**config.mk**
```make
export PLATFORM = sky130hd
export DESIGN_NAME = marked_block_deframer
export DESIGN_NICKNAME = d
export VERILOG_FILES = /design/src/design/mbd_pkg.sv /design/src/design/marked_block_deframer.sv
export VERILOG_INCLUDE_DIRS = /design/src /design/src/design
export SDC_FILE = /design/constraint.sdc
export NUM_CORES = 1
export LEC_CHECK = 0
export BUFFER_PORTS_ARGS = -buffer_cell sky130_fd_sc_hd__buf_2
export CAP_MARGIN = 20
export CORE_ASPECT_RATIO = 0.5
export CORE_MARGIN = 10
export CORE_UTILIZATION = 30
export CTS_BUF_LIST = sky130_fd_sc_hd__clkbuf_4 sky130_fd_sc_hd__clkbuf_8
export CTS_CLUSTER_SIZE = 14
export DETAILED_ROUTE_END_ITERATION = 8
export PLACE_DENSITY = 0.44
export RECOVER_POWER = 100
export SYNTH_ARGS = -nofsm -noshare
export SYNTH_HDL_FRONTEND = slang
export SYNTH_SLANG_ARGS = --single-unit
```
**constraint.sdc**
```tcl
create_clock -name aclk -period 23.4 [get_ports aclk]
set_clock_uncertainty 0.2 [all_clocks]
set_input_delay 1.17 -clock aclk [delete_from_list [all_inputs] [get_ports aclk]]
set_output_delay 1.17 -clock aclk [all_outputs]
set_load 0.03 [all_outputs]
```
**src/design/marked_block_deframer_defines.svh**
```systemverilog
// Assertion macros for the marked block deframer.
`ifndef MARKED_BLOCK_DEFRAMER_DEFINES_SVH
`define MARKED_BLOCK_DEFRAMER_DEFINES_SVH

`ifndef SYNTH
`define MBD_ASSERT_IMPLY(label, clk, rst_n, ante, cons) \
    label: assert property (@(posedge clk) disable iff (!(rst_n)) (ante) |-> (cons)) \
        else $error("assertion failed: implication");
`define MBD_ASSERT_NEXT(label, clk, rst_n, ante, cons) \
    label: assert property (@(posedge clk) disable iff (!(rst_n)) (ante) |=> (cons)) \
        else $error("assertion failed: next cycle");
`else
`define MBD_ASSERT_IMPLY(label, clk, rst_n, ante, cons)
`define MBD_ASSERT_NEXT(label, clk, rst_n, ante, cons)
`endif

`endif

```
**src/design/mbd_pkg.sv**
```systemverilog
// Types and constants for the marked block deframer.
package mbd_pkg;

    localparam int unsigned POS_W      = 25;
    localparam int unsigned LIMIT_W    = 25;
    localparam int unsigned HDR_BYTES  = 16;
    localparam int unsigned OVERHEAD   = 24;
    localparam int unsigned MARK_BYTES = 8;

    localparam logic [LIMIT_W-1:0] LIMIT_RESET = 25'd65536;

    // Register index taken from paddr[2] (byte address 4*i)
    localparam logic REG_MAX_BLOCK = 1'b0;

    localparam logic [7:0] START_MARK [MARK_BYTES] = '{
        8'hAA, 8'hD6, 8'h3E, 8'h69, 8'h02, 8'h5A, 8'h7F, 8'h55
    };
    localparam logic [7:0] END_MARK [MARK_BYTES] = '{
        8'h55, 8'h7F, 8'h5A, 8'h02, 8'h69, 8'h3E, 8'hD6, 8'hAA
    };

    typedef enum logic [2:0] {
        KIND_PAYLOAD   = 3'd0,
        KIND_OK        = 3'd1,
        KIND_BAD_START = 3'd2,
        KIND_TOO_BIG   = 3'd3,
        KIND_BAD_END   = 3'd4
    } kind_t;

    typedef struct packed {
        kind_t       kind;
        logic [7:0]  payload_byte;
        logic        seq_warn;
        logic [31:0] block_seq;
        logic        last;
    } result_t;

endpackage

```
**src/design/marked_block_deframer.sv**
```systemverilog
// Marked block deframer: header check, payload pass-through, end marker status.
// Results on m_* are registered: in the output register, or first in the skid register while m_ready stalls the output.
// Throughput: one byte per cycle while s_ready is high, set by one pass of position compare and register updates.
// A skid register holds one more result while a result is stalled on m_ready.
// Reset (aresetn, synchronous, active low) returns to header hunting at byte 0,
// sets the limit to 65536 and the last good sequence number to 0.
`include "marked_block_deframer_defines.svh"

module marked_block_deframer (
    input  logic                aclk,
    input  logic                aresetn,
    // config
    input  logic                psel,
    input  logic                penable,
    input  logic                pwrite,
    input  logic [2:0]          paddr,
    input  logic [31:0]         pwdata,
    output logic [31:0]         prdata,
    output logic                pready,
    // input bytes
    input  logic                s_valid,
    output logic                s_ready,
    input  logic [7:0]          s_in_byte,
    // results
    output logic                m_valid,
    input  logic                m_ready,
    output mbd_pkg::kind_t      m_kind,
    output logic [7:0]          m_payload_byte,
    output logic                m_seq_warn,
    output logic [31:0]         m_block_seq,
    output logic                m_last
);
    import mbd_pkg::*;

    logic [LIMIT_W-1:0] max_block_reg;

    logic [POS_W-1:0]   pos_reg, pos_next;
    logic               start_ok_reg, start_ok_next;
    logic [31:0]        len_reg, len_next;
    logic [31:0]        seq_reg, seq_next;
    logic [POS_W-1:0]   end_start_reg, end_start_next;
    logic [POS_W-1:0]   last_pos_reg, last_pos_next;
    logic [31:0]        last_good_reg, last_good_next;
    logic               end_ok_reg, end_ok_next;
    logic               warn_reg, warn_next;

    logic               out_valid_reg;
    result_t            out_reg;
    logic               skid_valid_reg;
    result_t            skid_reg;

    logic               accept;
    logic               res_valid;
    result_t            res;
    logic [31:0]        seq_cur;
    logic [32:0]        total;
    logic               warn_cur;
    logic               end_ok_cur;
    logic [2:0]         end_idx;

    // ------------------------------------------------------------------
    // Configuration port
    // ------------------------------------------------------------------
    assign pready = 1'b1;

    always_ff @(posedge aclk) begin
        if (!aresetn) begin
            max_block_reg <= LIMIT_RESET;
        end else if (psel && penable && pwrite && paddr[2] == REG_MAX_BLOCK) begin
            max_block_reg <= pwdata[LIMIT_W-1:0];
        end
    end

    always_comb begin
        if (paddr[2] == REG_MAX_BLOCK) begin
            prdata = {{(32-LIMIT_W){1'b0}}, max_block_reg};
        end else begin
            prdata = 32'd0;
        end
    end

    // ------------------------------------------------------------------
    // Per-byte step
    // ------------------------------------------------------------------
    assign s_ready = !skid_valid_reg;
    assign accept  = s_valid && s_ready;

    assign seq_cur  = {seq_reg[23:0], s_in_byte};
    assign total    = {1'b0, len_reg} + 33'(OVERHEAD);
    assign warn_cur = seq_cur != (last_good_reg + 32'd1);
    assign end_idx  = pos_reg[2:0] - end_start_reg[2:0];
    assign end_ok_cur = end_ok_reg && (s_in_byte == END_MARK[end_idx]);

    always_comb begin
        pos_next       = pos_reg;
        start_ok_next  = start_ok_reg;
        len_next       = len_reg;
        seq_next       = seq_reg;
        end_start_next = end_start_reg;
        last_pos_next  = last_pos_reg;
        last_good_next = last_good_reg;
        end_ok_next    = end_ok_reg;
        warn_next      = warn_reg;
        res_valid      = 1'b0;
        res.kind         = KIND_PAYLOAD;
        res.payload_byte = 8'd0;
        res.seq_warn     = warn_reg;
        res.block_seq    = seq_reg;
        res.last         = 1'b0;

        if (pos_reg < POS_W'(HDR_BYTES)) begin
            if (pos_reg < POS_W'(MARK_BYTES)) begin
                if (s_in_byte != START_MARK[pos_reg[2:0]]) begin
                    start_ok_next = 1'b0;
                end
            end else if (pos_reg < POS_W'(12)) begin
                len_next = {len_reg[23:0], s_in_byte};
            end else begin
                seq_next = seq_cur;
            end

            if (pos_reg != POS_W'(HDR_BYTES - 1)) begin
                pos_next = pos_reg + POS_W'(1);
            end else if (!start_ok_reg) begin
                res_valid     = 1'b1;
                res.kind      = KIND_BAD_START;
                res.seq_warn  = 1'b0;
                res.block_seq = seq_cur;
                res.last      = 1'b1;
            end else if (total > {8'd0, max_block_reg}) begin
                res_valid     = 1'b1;
                res.kind      = KIND_TOO_BIG;
                res.seq_warn  = warn_cur;
                res.block_seq = seq_cur;
                res.last      = 1'b1;
            end else begin
                // header accepted; total fits the limit so it fits POS_W
                warn_next      = warn_cur;
                last_good_next = seq_cur;
                end_start_next = total[POS_W-1:0] - POS_W'(MARK_BYTES);
                last_pos_next  = total[POS_W-1:0] - POS_W'(1);
                pos_next       = POS_W'(HDR_BYTES);
            end
        end else if (pos_reg < end_start_reg) begin
            res_valid        = 1'b1;
            res.kind         = KIND_PAYLOAD;
            res.payload_byte = s_in_byte;
            pos_next         = pos_reg + POS_W'(1);
        end else if (pos_reg >= last_pos_reg) begin
            res_valid = 1'b1;
            res.kind  = end_ok_cur ? KIND_OK : KIND_BAD_END;
            res.last  = 1'b1;
        end else begin
            end_ok_next = end_ok_cur;
            pos_next    = pos_reg + POS_W'(1);
        end

        // any result with last set restarts header hunting
        if (res_valid && res.last) begin
            pos_next       = '0;
            start_ok_next  = 1'b1;
            len_next       = '0;
            seq_next       = '0;
            end_start_next = POS_W'(HDR_BYTES - MARK_BYTES);
            last_pos_next  = POS_W'(HDR_BYTES - 1);
            end_ok_next    = 1'b1;
            warn_next      = 1'b0;
        end
    end

    always_ff @(posedge aclk) begin
        if (!aresetn) begin
            pos_reg       <= '0;
            start_ok_reg  <= 1'b1;
            len_reg       <= '0;
            seq_reg       <= '0;
            end_start_reg <= POS_W'(HDR_BYTES - MARK_BYTES);
            last_pos_reg  <= POS_W'(HDR_BYTES - 1);
            last_good_reg <= '0;
            end_ok_reg    <= 1'b1;
            warn_reg      <= 1'b0;
        end else if (accept) begin
            pos_reg       <= pos_next;
            start_ok_reg  <= start_ok_next;
            len_reg       <= len_next;
            seq_reg       <= seq_next;
            end_start_reg <= end_start_next;
            last_pos_reg  <= last_pos_next;
            last_good_reg <= last_good_next;
            end_ok_reg    <= end_ok_next;
            warn_reg      <= warn_next;
        end
    end

    // ------------------------------------------------------------------
    // Result register with skid stage
    // ------------------------------------------------------------------
    always_ff @(posedge aclk) begin
        if (!aresetn) begin
            out_valid_reg  <= 1'b0;
            skid_valid_reg <= 1'b0;
        end else if (!out_valid_reg || m_ready) begin
            if (skid_valid_reg) begin
                out_valid_reg  <= 1'b1;
                skid_valid_reg <= 1'b0;
            end else begin
                out_valid_reg  <= accept && res_valid;
            end
        end else if (accept && res_valid) begin
            skid_valid_reg <= 1'b1;
        end
    end

    always_ff @(posedge aclk) begin
        if (!out_valid_reg || m_ready) begin
            out_reg <= skid_valid_reg ? skid_reg : res;
        end else if (accept && res_valid) begin
            skid_reg <= res;
        end
    end

    assign m_valid        = out_valid_reg;
    assign m_kind         = out_reg.kind;
    assign m_payload_byte = out_reg.payload_byte;
    assign m_seq_warn     = out_reg.seq_warn;
    assign m_block_seq    = out_reg.block_seq;
    assign m_last         = out_reg.last;

    // ------------------------------------------------------------------
    // Assertions
    // ------------------------------------------------------------------
    `MBD_ASSERT_IMPLY(a_skid_behind_out, aclk, aresetn, skid_valid_reg, out_valid_reg)
    `MBD_ASSERT_IMPLY(a_payload_not_last, aclk, aresetn, m_valid && m_kind == KIND_PAYLOAD, !m_last)
    `MBD_ASSERT_IMPLY(a_status_no_data, aclk, aresetn, m_valid && m_kind != KIND_PAYLOAD, m_payload_byte == 8'd0)
    `MBD_ASSERT_IMPLY(a_pos_in_block, aclk, aresetn, pos_reg >= POS_W'(HDR_BYTES), pos_reg <= last_pos_reg)

endmodule
```
==> reports/qor_table.md <==
| Parameter | This run | Unit |
|:---|:---|:---|
| Most common cell in the netlist | sky130_fd_sc_hd__dfxtp_1 | - |
| Flip-flop count of the largest register after layout | 45 | - |
| Clock latency of the later-clocked register in the worst-skew pair | 0.65 | ns |
| Die span in y | 187 | um |
| DRC violations left | 0 | - |
| Number of buffers added by the clock tree synthesis step | 47 | - |
| Shortest clock period the worst path allows after layout | 9.90 | ns |
| Cell with the biggest individual delay on the critical path | sky130_fd_sc_hd__clkbuf_1 | - |
| Count of unique library cells instantiated by Yosys | 86 | - |
| Post-CTS sizing | 0 | - |
| Worst reg2reg startpoint | len_reg[3]$_SDFFE_PN0P_ | - |
| Max-cap violation count | 11 | - |
| DP Cell Count | 2,564 | - |
| Sort of element at the end of the critical path | flop | - |
| Sequential area share after synthesis | 40.1 | % |
| Setup Total Neg Slack | 0 | ns |
| Capturing point of the worst reg2reg path | last_pos_reg[2]$_SDFFE_PN1P_ | - |
| Least-Margin Pin Slew | 4.02 | ns |
| Non-filler cells, final | 2,651 | - |
| Synth Flop Type | sky130_fd_sc_hd__dfxtp_1 | - |
| First-pass iteration count of the detailed router | 5 | - |
| Worst IR drop on VDD | 0.0321 | mV |
| Via count of the first global-routing pass | 13,000 | - |
| Endpoint arrival time on the critical path | 10.01 | ns |
| Clock transition at the registers of the reported paths | 0.07 | ns |
| Cell chain of the critical path | clkbuf_1, inv_1, ha_1, and3b_1, nand4_1, nor3_1, xor2_1, ha_1, nand4_1, nor4_1, a211oi_1, a22o_1, a211o_1, nor3_1, clkbuf_1, and3_1, o21ai_0 | - |
| Die width | 355 | um |
| CP peak stage delay | 2.52 | ns |
| Type of element launching the critical path | flop | - |
| Estimated wirelength of the detail-placed design | 34.4 | mm |
| Root cell of the clock tree | sky130_fd_sc_hd__clkbuf_8 | - |
| Area Overhead vs Synth | 11.9 | % |
| Clock sinks | 291 | - |
| First element of the critical path | len_reg[3]$_SDFFE_PN0P_ | - |
| Total number of vias | 13,100 | - |
| Min-Delay Path Depth | 2 | - |
| Min-delay src | max_block_reg[9]$_SDFFE_PN0P_ | - |
| Die area | 66,400 | um^2 |
| Dominant cell type by area after synthesis | sky130_fd_sc_hd__dfxtp_1 | - |
| Count of synthesis-stage warnings from yosys | 0 | - |
| Setup repair after global routing missed its margin | false | - |
| Proportion of layout cells with a drive suffix above 1 | 10.2 | % |
| Top cells by area, synth | sky130_fd_sc_hd__dfxtp_1, sky130_fd_sc_hd__edfxtp_1, sky130_fd_sc_hd__ha_1, sky130_fd_sc_hd__mux2_2, sky130_fd_sc_hd__xnor2_1 | - |
| Wire length of the first global-routing pass | 76.5 | mm |
| Port buffer count | 112 | - |
| Synthesized area per cell | 9.37 | um^2 |
| Clock tree from TritonCTS | yes | - |
| Top achievable clock speed | 101 | MHz |
| Final Hold Fails | 0 | - |
| GRT Total Usage | 14.2 | % |
| EDFF count, synth | 90 | - |
| Share of synthesized registers carrying an async set or reset | 0 | % |
| Post-synthesis cell area | 16,800 | um^2 |
| Via count normalized by instance count | 4.94 | - |
| Buffer depth of the longest clock path | 3 | - |
| Outcome | finished, violations left | - |
| Number of routed nets with antenna violations | 0 | - |
| Count of mapped cells out of synthesis | 1,791 | - |
| Final net count | 1,999 | - |
| Critical path class | flop to flop | - |
| Violations in the final reports | capacitance limit, slew limit | - |
| Detailed Route Iter0 Violations | 722 | - |
| Final-layout worst hold slack | 0.263 | ns |
| Core Region | 55,400 | um^2 |
| Remaining global-route overflow | 0 | - |
| Pleak | 7.14 | nW |
| Leading cell types by count after synthesis | sky130_fd_sc_hd__dfxtp_1, sky130_fd_sc_hd__nand2_1, sky130_fd_sc_hd__inv_1 | - |
| Top-Level Pins | 130 | - |
| Worst hold path endpoint | max_block_reg[9]$_SDFFE_PN0P_ | - |
| Cell Rows | 61 | - |
| Number of H-tree levels | 2 | - |
| Maximum number of pins on one net before global-route repair | 96 | - |
| Final WL | 48.5 | mm |
| Final number of max-transition violations | 468 | - |
| RD Place Congestion | 0.796 | - |
| Tcrit/Tclk final | 42.3 | % |
| Initial antenna violation count | 1 | - |
| Maximum net fanout on the critical path | 52 | - |
| Initial core utilization | 30.3 | % |
| Post-CTS setup repair buffer count | 0 | - |
| Flip-flop and latch count after synthesis | 291 | - |
| Final Setup Violations | 0 | - |
| Rel. slew slack | -168 | % |
| Cts-stage hold buffer count | 0 | - |
| Core utilization of the finished layout | 33.9 | % |
| Worst Reg-to-Reg Cells | 17 | - |
| Power per standard cell area | 56.6 | nW/um^2 |
| Worst min-delay path category | flop to flop | - |
| Setup slack on the worst flop-to-flop path | 13.50 | ns |
| Area fraction of the dominant cell type after synthesis | 24.0 | % |
| Average wire length per cell after detail routing | 18.3 | um |
| WP data required | 23.51 | ns |
## logic make-up (layout without fill, tap and decap cells)
kind of cell / Yosys count / in the layout / share of synthesized area [%]
buffers and inverters: 230 / 327 / 5.81
flip-flops: 291 / 291 / 40.1
AND/OR/NAND/NOR: 568 / 568 / 17.5
adder cells (fa/ha/maj): 91 / 91 / 6.83
XOR/XNOR: 125 / 125 / 6.52
AO/OA/AOI/OAI: 369 / 369 / 15.8
other: 2 / 9 / 0.0447
multiplexers: 115 / 115 / 7.42
## critical path: cells and delay by family, from the launching register on
kind / cells / cell delay (ns)
and+or+nand+nor: 7 / 3.81
buffers and inverters: 3 / 3.35
AOI/OAI and AO/OA: 4 / 0.83
adders and majority gates: 2 / 0.55
xor gates and xnor gates: 1 / 0.49
DFF: 1 / 0.31
## power breakdown
part	leakage [nW]	internal, W	switching (W)
combinational	3.95	0.0000144	0.0000280
sequential	2.65	0.000518	0.00000166
clock	0.543	0.000273	0.000227
total	7.14	0.000805	0.000256
## worst max-delay path by stage
stage               cells past startpoint  slack (ns)                            to
floorplan                              20       14.48         skid_reg[0]$_DFFE_PP_
global placement                       17       17.10  last_pos_reg[2]$_SDFFE_PN1P_
detailed placement                     17       17.11  last_pos_reg[2]$_SDFFE_PN1P_
CTS                                    17       17.08  last_pos_reg[2]$_SDFFE_PN1P_
global route                           17       12.50  last_pos_reg[2]$_SDFFE_PN1P_
finish                                 17       13.50  last_pos_reg[2]$_SDFFE_PN1P_
## cells in the final DEF, fill, tap and decap left out, types with 59 or more instances in the layout
| cell type | n |
|---|---|
| sky130_fd_sc_hd__xnor2_1 | 80 |
| sky130_fd_sc_hd__ha_1 | 90 |
| sky130_fd_sc_hd__inv_1 | 112 |
| sky130_fd_sc_hd__o21ai_0 | 77 |
| sky130_fd_sc_hd__nand2_1 | 179 |
| sky130_fd_sc_hd__a21boi_0 | 59 |
| sky130_fd_sc_hd__dfxtp_1 | 201 |
| sky130_fd_sc_hd__edfxtp_1 | 90 |
| sky130_fd_sc_hd__nor2_1 | 95 |
| sky130_fd_sc_hd__clkbuf_1 | 81 |
## routing by layer
metal,track usage [%],part of all wire [%]
met5,0,0
met4,2.89,1.6
met3,2.73,3.9
met2,23.2,46
met1,19.3,49
## through the flow
stage	setup WS [ns]	instance area, um^2	total power [W]
after CTS	17.08	19000	0.00108
after global placement	17.10	17900	0.000573
after detailed placement	17.11	17900	0.000573
final	13.50	18800	0.00106
after floorplan	14.48	16800	0.000560
after global routing	12.50	18800	0.00111
## layout make-up
cell class	count	area (um^2)
well taps	756	946
inverters	113	424
clock buffers	71	871
multi-input cells	1276	9070
repair buffers	129	572
flip-flops and latches	291	6730
clock inverters	14	160
diodes	1	2.50
fillers	5886	36600
(Power assumes the default switching activity.)
